$ cat src/rtl/core/cpba_pkg.sv
// Package with types, constants and codes for the carrier pool bit allocator.
`default_nettype none
package cpba_pkg;
    localparam int CARRIER_SLOTS = 16;
    localparam int BLOCK_BYTES   = 4096;
    localparam int MAX_OUT       = 16;
    localparam int IDX_W         = (CARRIER_SLOTS > 1) ? $clog2(CARRIER_SLOTS) : 1;
    localparam int CNT_W         = $clog2(CARRIER_SLOTS + 1);
    localparam int NOUT_W        = $clog2(MAX_OUT + 1);
    localparam int TOT_W         = 37;
    localparam int BLK_BITS      = BLOCK_BYTES * 8;

    localparam logic [1:0] OP_ADD   = 2'd0;
    localparam logic [1:0] OP_ALLOC = 2'd1;
    localparam logic [1:0] OP_MAP   = 2'd2;

    localparam logic [2:0] ST_SEGMENT  = 3'd0;
    localparam logic [2:0] ST_DONE     = 3'd1;
    localparam logic [2:0] ST_INSUFF   = 3'd2;
    localparam logic [2:0] ST_FULL     = 3'd3;
    localparam logic [2:0] ST_UNMAPPED = 3'd4;
    localparam logic [2:0] ST_PARTIAL  = 3'd5;

    typedef struct packed {
        logic [1:0]  opcode;
        logic [31:0] carrier_capacity;
        logic [31:0] request_bytes;
        logic [23:0] block_number;
    } in_item_t;

    typedef struct packed {
        logic [2:0]  status;
        logic [3:0]  carrier_index;
        logic [31:0] offset_in_carrier;
        logic [31:0] segment_length;
        logic        last;
    } out_item_t;

    // Write port and read address from the sequencer to the carrier RAM.
    typedef struct packed {
        logic             we;
        logic [IDX_W-1:0] waddr;
        logic [31:0]      wcap;
        logic [31:0]      wused;
        logic [IDX_W-1:0] raddr;
    } ram_ctl_t;
endpackage
`default_nettype wire

$ cat src/rtl/core/cpba_ram.sv
// Carrier table RAM: capacity and used count per slot, registered read.
`default_nettype none
module cpba_ram (
    input  wire logic               clk,
    input  wire cpba_pkg::ram_ctl_t ctl,
    output logic [31:0]             rcap,
    output logic [31:0]             rused
);
    import cpba_pkg::*;
    logic [63:0] mem [CARRIER_SLOTS];

    always_ff @(posedge clk)
    begin
        if (ctl.we)
        begin
            mem[ctl.waddr] <= {ctl.wcap, ctl.wused};
        end
        {rcap, rused} <= mem[ctl.raddr];
    end
endmodule
`default_nettype wire

$ cat src/rtl/core/cpba_seq.sv
// Sequencer: decodes commands, walks the carrier table and emits results.
`default_nettype none
module cpba_seq (
    input  wire logic                clk,
    input  wire logic                rst_n,
    input  wire logic                in_valid,
    output logic                     in_ready,
    input  wire cpba_pkg::in_item_t  in_data,
    output logic                     out_valid,
    input  wire logic                out_ready,
    output cpba_pkg::out_item_t      out_data,
    output cpba_pkg::ram_ctl_t       ctl,
    input  wire logic [31:0]         rcap,
    input  wire logic [31:0]         rused
);
    import cpba_pkg::*;

    typedef enum logic [2:0] {S_IDLE, S_READ, S_WALK, S_EMIT, S_FIN} state_t;

    state_t            state_reg;
    logic [1:0]        op_reg;
    logic [CNT_W-1:0]  count_reg;
    logic [TOT_W-1:0]  cap_tot_reg, used_tot_reg;
    logic [IDX_W-1:0]  idx_reg;
    logic [35:0]       need_reg;   // bits still to place
    logic [36:0]       off_reg;    // map: bits still to skip (block base below 2^37; a larger base sets off_big_reg)
    logic              off_big_reg;
    logic              map_part_reg; // map: block end lies beyond all used bits
    logic [35:0]       done_reg;
    logic [NOUT_W-1:0] nout_reg;
    logic              pend_reg;   // one segment held back until the next is known
    out_item_t         pend_item_reg;
    out_item_t         out_reg;
    logic              out_valid_reg;

    logic [31:0] avail;
    logic [35:0] take;
    logic [36:0] mlen;
    logic        walk_end;
    logic [TOT_W-1:0] freeb;
    logic [51:0] base;

    assign freeb = cap_tot_reg - used_tot_reg;
    assign base  = {28'd0, in_data.block_number} * 52'(BLK_BITS);
    assign avail = (rcap > rused) ? rcap - rused : 32'd0;
    assign take  = (need_reg < {4'd0, avail}) ? need_reg : {4'd0, avail};
    assign mlen  = (37'(need_reg) < ({5'd0, rused} - off_reg)) ? 37'(need_reg)
                                                               : ({5'd0, rused} - off_reg);
    assign in_ready  = (state_reg == S_IDLE) && !out_valid_reg;
    assign out_valid = out_valid_reg;
    assign out_data  = out_reg;

    always_comb
    begin
        ctl       = '0;
        ctl.raddr = idx_reg;
        ctl.waddr = idx_reg;
        ctl.wcap  = rcap;
        ctl.wused = rused + take[31:0];
        if (state_reg == S_IDLE && in_valid && in_ready && in_data.opcode == OP_ADD
            && count_reg < CNT_W'(CARRIER_SLOTS))
        begin
            ctl.we    = 1'b1;
            ctl.waddr = count_reg[IDX_W-1:0];
            ctl.wcap  = in_data.carrier_capacity;
            ctl.wused = '0;
        end
        else if (state_reg == S_WALK && op_reg == OP_ALLOC && avail != 0
                 && (!pend_reg || out_ready || !out_valid_reg))
        begin
            ctl.we = 1'b1;
        end
    end

    function automatic out_item_t mk(input logic [2:0] st, input logic [3:0] ix,
                                     input logic [31:0] of, input logic [31:0] ln,
                                     input logic la);
        out_item_t r;
        r.status = st; r.carrier_index = ix; r.offset_in_carrier = of;
        r.segment_length = ln; r.last = la;
        return r;
    endfunction

    // Next walk step exists when another slot remains and output room remains.
    always_comb
    begin
        walk_end = (32'(idx_reg) + 1 >= 32'(count_reg)) || (nout_reg >= NOUT_W'(MAX_OUT));
    end

    always_ff @(posedge clk or negedge rst_n)
    begin
        out_item_t out_next;
        logic      out_valid_next;
        if (!rst_n)
        begin
            state_reg     <= S_IDLE;
            count_reg     <= '0;
            cap_tot_reg   <= '0;
            used_tot_reg  <= '0;
            out_valid_reg <= 1'b0;
            pend_reg      <= 1'b0;
            idx_reg       <= '0;
        end
        else
        begin
            out_valid_next = out_valid_reg && !out_ready;
            out_next       = out_reg;
            case (state_reg)
                S_IDLE:
                begin
                    if (in_valid && in_ready)
                    begin
                        op_reg   <= in_data.opcode;
                        idx_reg  <= '0;
                        nout_reg <= '0;
                        done_reg <= '0;
                        pend_reg <= 1'b0;
                        case (in_data.opcode)
                            OP_ADD:
                            begin
                                out_valid_next = 1'b1;
                                if (count_reg < CNT_W'(CARRIER_SLOTS))
                                begin
                                    out_next = mk(ST_DONE, 4'(count_reg), '0, '0, 1'b1);
                                    count_reg <= count_reg + 1'b1;
                                    cap_tot_reg <= cap_tot_reg + TOT_W'(in_data.carrier_capacity);
                                end
                                else
                                begin
                                    out_next = mk(ST_FULL, '0, '0, '0, 1'b1);
                                end
                            end
                            OP_ALLOC:
                            begin
                                need_reg <= {in_data.request_bytes, 3'b000, 1'b0} >> 1;
                                if (freeb < {2'b00, in_data.request_bytes, 3'b000})
                                begin
                                    out_next = mk(ST_INSUFF, '0, '0, '0, 1'b1);
                                    out_valid_next = 1'b1;
                                end
                                else if (in_data.request_bytes == 0 || count_reg == 0)
                                begin
                                    out_next = mk(ST_DONE, '0, '0, '0, 1'b1);
                                    out_valid_next = 1'b1;
                                end
                                else
                                begin
                                    state_reg <= S_READ;
                                end
                            end
                            OP_MAP:
                            begin
                                need_reg     <= 36'(BLK_BITS);
                                off_reg      <= base[36:0];
                                off_big_reg  <= |base[51:37];
                                // The used regions add up to the used total.
                                map_part_reg <= {15'd0, used_tot_reg} < base + 52'(BLK_BITS);
                                if (count_reg == 0)
                                begin
                                    out_next = mk(ST_UNMAPPED, '0, '0, '0, 1'b1);
                                    out_valid_next = 1'b1;
                                end
                                else
                                begin
                                    state_reg <= S_READ;
                                end
                            end
                            default:
                            begin
                                out_next = mk(ST_DONE, '0, '0, '0, 1'b1);
                                out_valid_next = 1'b1;
                            end
                        endcase
                    end
                end
                S_READ:
                begin
                    state_reg <= S_WALK;
                end
                S_WALK:
                begin
                    // A new segment needs the held one delivered first.
                    if (!(out_valid_reg && !out_ready))
                    begin
                        if (op_reg == OP_ALLOC)
                        begin
                            if (avail != 0)
                            begin
                                if (pend_reg)
                                begin
                                    out_next = pend_item_reg;
                                    out_valid_next = 1'b1;
                                end
                                pend_reg <= 1'b1;
                                pend_item_reg <= mk(ST_SEGMENT, 4'(idx_reg), rused,
                                                    take[31:0], 1'b0);
                                nout_reg <= nout_reg + 1'b1;
                                need_reg <= need_reg - take;
                                done_reg <= done_reg + take;
                            end
                            if (walk_end || (avail != 0 && take == need_reg)
                                || (avail != 0 && nout_reg + 1'b1 >= NOUT_W'(MAX_OUT)))
                            begin
                                state_reg <= S_FIN;
                            end
                            else
                            begin
                                idx_reg <= idx_reg + 1'b1;
                                state_reg <= S_READ;
                            end
                        end
                        else
                        begin
                            if (off_big_reg || off_reg >= {5'd0, rused})
                            begin
                                if (!off_big_reg)
                                begin
                                    off_reg <= off_reg - {5'd0, rused};
                                end
                                if (walk_end)
                                begin
                                    state_reg <= S_FIN;
                                end
                                else
                                begin
                                    idx_reg <= idx_reg + 1'b1;
                                    state_reg <= S_READ;
                                end
                            end
                            else
                            begin
                                if (pend_reg)
                                begin
                                    out_next = pend_item_reg;
                                    out_valid_next = 1'b1;
                                end
                                pend_reg <= 1'b1;
                                pend_item_reg <= mk(map_part_reg ? ST_PARTIAL : ST_SEGMENT,
                                                    4'(idx_reg), off_reg[31:0],
                                                    mlen[31:0], 1'b0);
                                nout_reg <= nout_reg + 1'b1;
                                need_reg <= need_reg - 36'(mlen);
                                off_reg  <= '0;
                                if (walk_end || mlen == 37'(need_reg)
                                    || nout_reg + 1'b1 >= NOUT_W'(MAX_OUT))
                                begin
                                    state_reg <= S_FIN;
                                end
                                else
                                begin
                                    idx_reg <= idx_reg + 1'b1;
                                    state_reg <= S_READ;
                                end
                            end
                        end
                    end
                end
                S_FIN:
                begin
                    state_reg <= S_EMIT;
                    if (op_reg == OP_ALLOC)
                    begin
                        used_tot_reg <= used_tot_reg + TOT_W'(done_reg);
                    end
                end
                S_EMIT:
                begin
                    if (!(out_valid_reg && !out_ready))
                    begin
                        out_valid_next = 1'b1;
                        state_reg <= S_IDLE;
                        pend_reg <= 1'b0;
                        if (!pend_reg)
                        begin
                            out_next = mk((op_reg == OP_MAP) ? ST_UNMAPPED : ST_DONE,
                                          '0, '0, '0, 1'b1);
                        end
                        else
                        begin
                            out_next = pend_item_reg;
                            out_next.last = 1'b1;
                            if (op_reg == OP_MAP && need_reg != 0)
                            begin
                                out_next.status = ST_PARTIAL;
                            end
                        end
                    end
                end
                default:
                begin
                    state_reg <= S_IDLE;
                end
            endcase
            out_valid_reg <= out_valid_next;
            out_reg       <= out_next;
        end
    end
endmodule
`default_nettype wire

$ cat src/rtl/core/carrier_pool_bit_allocator_unit.sv
// Top level of the carrier pool bit allocator.
//
// One input channel carries commands (add carrier, allocate, map block), one
// output channel carries result items; both use valid/ready transfers.
// Add carrier, no-room, zero-byte and empty-table cases skip the walk. Allocate and
// map walk the carrier RAM one slot at a time, each slot in a read state
// (registered read) and then a walk state (update), followed by a finish
// state and an emit state.
// The block takes one command at a time; a new command is accepted once the
// previous one has been fully transferred out.
// Whether a map block is only partly covered follows from the used total at
// acceptance. The last flag is known only at the end of the walk, so each
// segment is held one step and transferred when the next one (or the end) is known.
// When the receiver stalls, the walk pauses with its state intact.
// Reset clears the carrier count and the pool totals; the RAM needs no
// clearing since only slots below the count are ever read.
`default_nettype none
module carrier_pool_bit_allocator_unit (
    input  wire logic                clk,
    input  wire logic                rst_n,
    input  wire logic                in_valid,
    output logic                     in_ready,
    input  wire cpba_pkg::in_item_t  in_data,
    output logic                     out_valid,
    input  wire logic                out_ready,
    output cpba_pkg::out_item_t      out_data
);
    import cpba_pkg::*;
    ram_ctl_t    ctl;
    logic [31:0] rcap, rused;

    cpba_ram u_ram (.clk(clk), .ctl(ctl), .rcap(rcap), .rused(rused));

    cpba_seq u_seq (
        .clk(clk), .rst_n(rst_n),
        .in_valid(in_valid), .in_ready(in_ready), .in_data(in_data),
        .out_valid(out_valid), .out_ready(out_ready), .out_data(out_data),
        .ctl(ctl), .rcap(rcap), .rused(rused)
    );
endmodule
`default_nettype wire

$ cat config.mk
export PLATFORM = sky130hd
export DESIGN_NAME = carrier_pool_bit_allocator_unit
export DESIGN_NICKNAME = d
export VERILOG_FILES = /design/src/rtl/core/cpba_pkg.sv /design/src/rtl/core/cpba_ram.sv /design/src/rtl/core/cpba_seq.sv /design/src/rtl/core/carrier_pool_bit_allocator_unit.sv
export SDC_FILE = /design/constraint.sdc
export NUM_CORES = 2
export LEC_CHECK = 0
export ABC_AREA = 1
export BUFFER_PORTS_ARGS = -buffer_cell sky130_fd_sc_hd__buf_4
export CORE_ASPECT_RATIO = 0.75
export CORE_MARGIN = 4
export CORE_UTILIZATION = 45
export CTS_CLUSTER_DIAMETER = 200
export CTS_CLUSTER_SIZE = 25
export DETAILED_ROUTE_END_ITERATION = 10
export MAX_ROUTING_LAYER = met4
export PLACE_DENSITY_LB_ADDON = 0.2
export SETUP_SLACK_MARGIN = 0.4
export SLEW_MARGIN = 20
export SYNTH_ARGS = -nofsm -noshare
export SYNTH_HDL_FRONTEND = slang
export SYNTH_SLANG_ARGS = --single-unit
$ cat constraint.sdc
create_clock -name clk -period 21.3 [get_ports clk]
set_clock_uncertainty 0.15 [all_clocks]
set_input_delay 4.26 -clock clk [delete_from_list [all_inputs] [get_ports clk]]
set_output_delay 4.26 -clock clk [all_outputs]
set_load 0.03 [all_outputs]
# Word level (Yosys, flattened, before mapping)
# Memory sizes are Yosys's and may differ from the RTL's. A register that Yosys moved wholly into a read port is not among the register bits.
# Index checks and enable logic that the tools add are counted.
# totals
regBits	350
ram_bits	1024
inputBits	94
output_inout_bits	74
wordCells	221
n_memories	1
# op_classes
n_addsub	15
order_cmp	10
eq_ne	31
mux	92
n_bitwise	1
reduce_logical	47
# mem_list
memory	depth	width	read_ports	rd_clocked_by_memory_dff	write_ports	line_no	source
u_ram.mem	16	64	1	1	1	cpba_ram.sv:10	logic [63:0] mem [CARRIER_SLOTS];
# op_table
op	n
2-to-1 mux 72 bit	14
one-hot mux 72 bit (3 select lines)	2
2-to-1 mux 36 bit	10
2-to-1 mux 37 bit	7
one-hot mux 36 bit (2 select lines)	3
one-hot mux 37 bit (2 select lines)	1
subtractor 36 bit	2
2-to-1 mux 71 bit	1
2-to-1 mux 68 bit	1
less-than comparator 37 x 52 -> 1 bit	1
2-to-1 mux 3 bit	14
adder 39 x 16 -> 40 bit, second input constant	1
adder 37 x 32 -> 37 bit	1
adder 37 x 36 -> 37 bit	1
== test 37 x 36 -> 1 bit	1
>= comparator 37 x 32 -> 1 bit	1
less-than comparator 36 x 37 -> 1 bit	1
less-than comparator 37 x 35 -> 1 bit	1
subtractor 32 x 37 -> 37 bit	1
subtractor 37 x 32 -> 37 bit	1
subtractor 37 bit	1
adder 36 bit	1
== test 36 bit	1
less-than comparator 36 x 32 -> 1 bit	1
other kinds (48)	127

# Logic depth before layout (Yosys ltp)
# logic_depth
ltp_word	12
ltp_mapped	47
ltp_nobuf	44

# Modules after synthesis
# Synthesis repeated with hierarchy kept, for this count alone.
# hier_totals
hier_cells	9710
area_unflattened_um2	83381.2
# modules_own_cells
mod	instances	cells_each	area_per_inst_um2
cpba_ram	1	4210	45285.9
cpba_seq	1	5500	38095.3

# Least setup slack after synthesis
# No wires, ideal clock.
# synth_path
path_kind	in2reg
startpoint	in out_ready
endpoint	reg u_seq.pend_item_reg[10] (netlist name), enable pin
setup_ns	0.581
arrival_time_ns	9.248
slack_ns	11.321
path_stages	4
path_buffers	0
cell_sequence	nor2_1 > inv_1 > nand3_1 > nor3_1
# synth_via
elab_chain_cells	4
# synth_lines
item	line_no	source
from (decl)	carrier_pool_bit_allocator_unit.sv:25	input wire logic out_ready,
zero test 1 bit	cpba_seq.sv:183	if (!(out_valid_reg && !out_ready))
logical AND 1 bit	cpba_seq.sv:183	
NOT 1 bit (no line)	--	
AND reduction 5 bit (no line)	--	
to (signal assigned)	cpba_seq.sv:195	pend_item_reg <= mk(ST_SEGMENT, 4'(idx_reg), rused,
to (signal assigned)	cpba_seq.sv:238	pend_item_reg <= mk(map_part_reg ? ST_PARTIAL : ST_SEGMENT,
to (decl)	cpba_seq.sv:32	out_item_t pend_item_reg;
# Every way passes these cells.
# A chain may end at the register's enable or synchronous reset.

==> results.txt <==
- Data on the critical path is required at its endpoint by 21550 ps.
* Syn Area/Cell: 9.77 um^2
- Total Nets Final: 8684
- Top-Level Pins: 168
- The core region is 174000 um^2.
- After clock tree synthesis, the repair step resized 0 gates.
- Maximum number of pins on one net before global-route repair: 199
- Overflow after GRT: 0
* Period utilisation layout: 45.8%
- Measured along the x axis, the die boundary spans 492 um.
* Kind of cell adding the most delay to the critical path: simple AND/OR/NAND/NOR gates
* Wire length of the first global-routing pass: 400 mm
* Library cell appearing most often on the critical path: nand2_1
* RD Place Congestion: 1.07
* Worst-margin pin slew: 1280 ps
* Most common cell after layout, fill and taps aside: nand2_1
- Number of violations of the max-capacitance limit: 0
- Kind of capture point of the worst setup path: flip-flop
- Of the total synthesized cell area, the portion taken by AND, OR, NAND and NOR gates is 14.1%.
- The die covers 182000 um^2.
- Detailed placement ended at an HPWL of 208 mm.
- Dividing the detail-routed wire length by the instance count gives 26.6 um.
* Library cell contributing the largest single delay on the critical path: nor4_1
- Fill cell total of the finished layout: 16149
- Delay of the slowest cell on the worst path: 680 ps
* Die height: 371 um
* Clock input transition at the sequential cells of the worst setup and hold paths: 120 ps
- Shortest period the worst path allows: 9750 ps
* DRC: 0
- CTS tree: done
- Hold buffers post-CTS: 0
- Clock Root Buffer: clkbuf_16
- Post-synthesis compound-gate area fraction: 14.7%
- Setup violations remaining at the end of the flow were counted as 0.
* Fin. Hold Viols: 0
* Rows: 132
- The synthesized design contains 1283 enable-type register cells.
- The worst setup path is of the flip-flop to flip-flop kind.
- The register with the most flip-flops in the layout has 1024 of them.
- The clock net in this run drives a total of 1435 sinks.
- Synthesis inferred 1435 register bits.
- Post-synthesis share of cell area spent on xor and xnor gates: 2.31%
- Cts bufs inserted: 67
- Setup_tns: 0 ps
- Relative max-transition margin: 13.5%
* Antenna violations before repair: 19
- Once the floorplan was initialized, standard cells occupied 45.5% of the core.
- Timing would allow up to 103 MHz.
* Ratio of routed vias to standard cells: 5.91
- Unrepaired setup endpoints after global routing: false
- Crit Path Max Fanout: 64
- The worst setup path is launched from a flip-flop.
- Total number of vias: 62115
* Share of synthesized cell area in full adder, half adder and majority cells: 7.59%
- The critical path contains buffers and inverters numbering 4 combined.
- Main flop type after synthesis: edfxtp_1
* Ratio of cells with drive above 1 in the final layout: 5.76%
- The run finished with clean final reports.
* Total number of H-tree levels: 3
- Starting DRT DRC Count: 7906
- Distinct cell type count of the synthesized netlist: 66
- The min-delay analysis places its worst path in the category flip-flop to flip-flop.
* Synth-to-Final Area Change: 7.55%
* Cell Area, Synth: 79000 um^2
* Post-Syn Instances: 8086
- Number of optimization iterations in the first detailed-route pass: 9
- Input/output buffers: 167
- The max-slew violation count came to 0.
- Total routing resource utilization after global routing: 30.7%
- The clock passes through at most 3 buffers.
- The later pin in the worst-skew pair is clocked with a latency of 780 ps.
- For this run, the number of Yosys warnings is 0.
* Combinational family with the most area after synthesis: compound AO/OA/AOI/OAI gates
- Once the clock tree was built, the setup fixing pass inserted 0 buffers.
- Arrival @ worst endpoint: 10010 ps
- Antenna-violating nets left: 0
- The share of the Yosys chip area taken by registers is 53.2%.
* Vias in the first global route: 57058
- After synthesis, the share of flip-flops with an asynchronous set or reset is 6.13%.
* Highest-count cells in the layout ignoring fill and taps: nand2_1, edfxtp_1, nor2_1, inv_1, o21ai_0
* Proportion of synthesized area in mux cells: 2.81%
- After detailed routing, the total wire length is 280 mm.
[per-stage QoR]
| stage | hold WS (ps) | instances | worst slack, ps | utilization [%] | instance area, um^2 |
|---|---|---|---|---|---|
| after floorplan | 319 | 8088 | 11320 | - | 79000 |
| after global placement | 348 | 10388 | 12020 | 47.7 | 82800 |
| after detailed placement | 360 | 10390 | 11790 | 47.8 | 82900 |
| after CTS | 389 | 10500 | 11710 | 48.9 | 84900 |
| after global routing | 412 | 10514 | 10980 | 49.0 | 85000 |
| final | 382 | 10515 | 11550 | 49.0 | 85000 |
[cell type report]
type	count	area (um^2)	share of cell area [%]
inverters	798	3010	3.55
clock inverters	6	115	0.135
diodes	13	32.5	0.0383
well taps	2345	2930	3.45
multi-input cells	5568	33000	38.9
flip-flops and latches	1435	42000	49.5
repair buffers	246	1960	2.31
clock buffers	104	1860	2.19
[synthesized netlist by cell type, drive strengths merged, types with 65 or more instances]
| cell type | instances | area share (%) |
|---|---|---|
| nor2 | 899 | 4.3 |
| mux2i | 222 | 2.8 |
| o211ai | 69 | 0.66 |
| inv | 795 | 3.8 |
| buf | 65 | 0.47 |
| edfxtp | 1283 | 49 |
| ha | 465 | 7.4 |
| o221ai | 217 | 2.4 |
| a21oi | 592 | 3.8 |
| xor2 | 151 | 1.7 |
| clkbuf | 222 | 1.1 |
| o21ai | 770 | 5.0 |
| nand2 | 1333 | 6.4 |
| dfrtp | 88 | 2.8 |
| nand3 | 263 | 1.7 |
[per-layer routing]
metal  wire [um]  vias up  GRT usage [%]
met1      131000    30564           46.2
met3       28200      216           6.68
met2      116000     2577           42.9
met4        4270        0           4.61
met5           0        -              -
li1            -    28758              -
[final timing paths]
check                           slack, ps                                end  depth (start not counted)                         startpoint
worst min-delay path                  380  u_seq.cap_tot_reg[36]$_DFFE_PN0P_                          2  u_seq.cap_tot_reg[36]$_DFFE_PN0P_
worst max-delay path                11550         u_ram.mem[2][25]$_DFFE_PP_                         40              u_ram.rcap[0]$_DFF_P_
worst min register to register        380  u_seq.cap_tot_reg[36]$_DFFE_PN0P_                          2  u_seq.cap_tot_reg[36]$_DFFE_PN0P_
min in group asynchronous            3320     u_seq.state_reg[0]$_DFFE_PN0P_                          1                              rst_n
worst max register to register      11550         u_ram.mem[2][25]$_DFFE_PP_                         40              u_ram.rcap[0]$_DFF_P_
max in group asynchronous           16380   u_seq.cap_tot_reg[8]$_DFFE_PN0P_                          2                              rst_n
[tightest hold or removal path, delay by kind of cell, from the launching register on]
family                    cells  cell delay (ps)
xor gates and xnor gates      1               70
buffers and inverters         1               40
DFF                           1              400
[cells by family (layout without fill, tap and decap cells)]
family / Yosys count / after routing
fa+ha+maj: 474 / 474
buf+inv: 1085 / 1154
mux: 222 / 222
simple gates: 2718 / 2718
flops: 1435 / 1435
compound gates: 1943 / 1943
xor+xnor: 208 / 208
other cells: 1 / 16
Power is not shown: default switching activity piles up to over one toggle a cycle in this logic, so the estimate is an artifact.
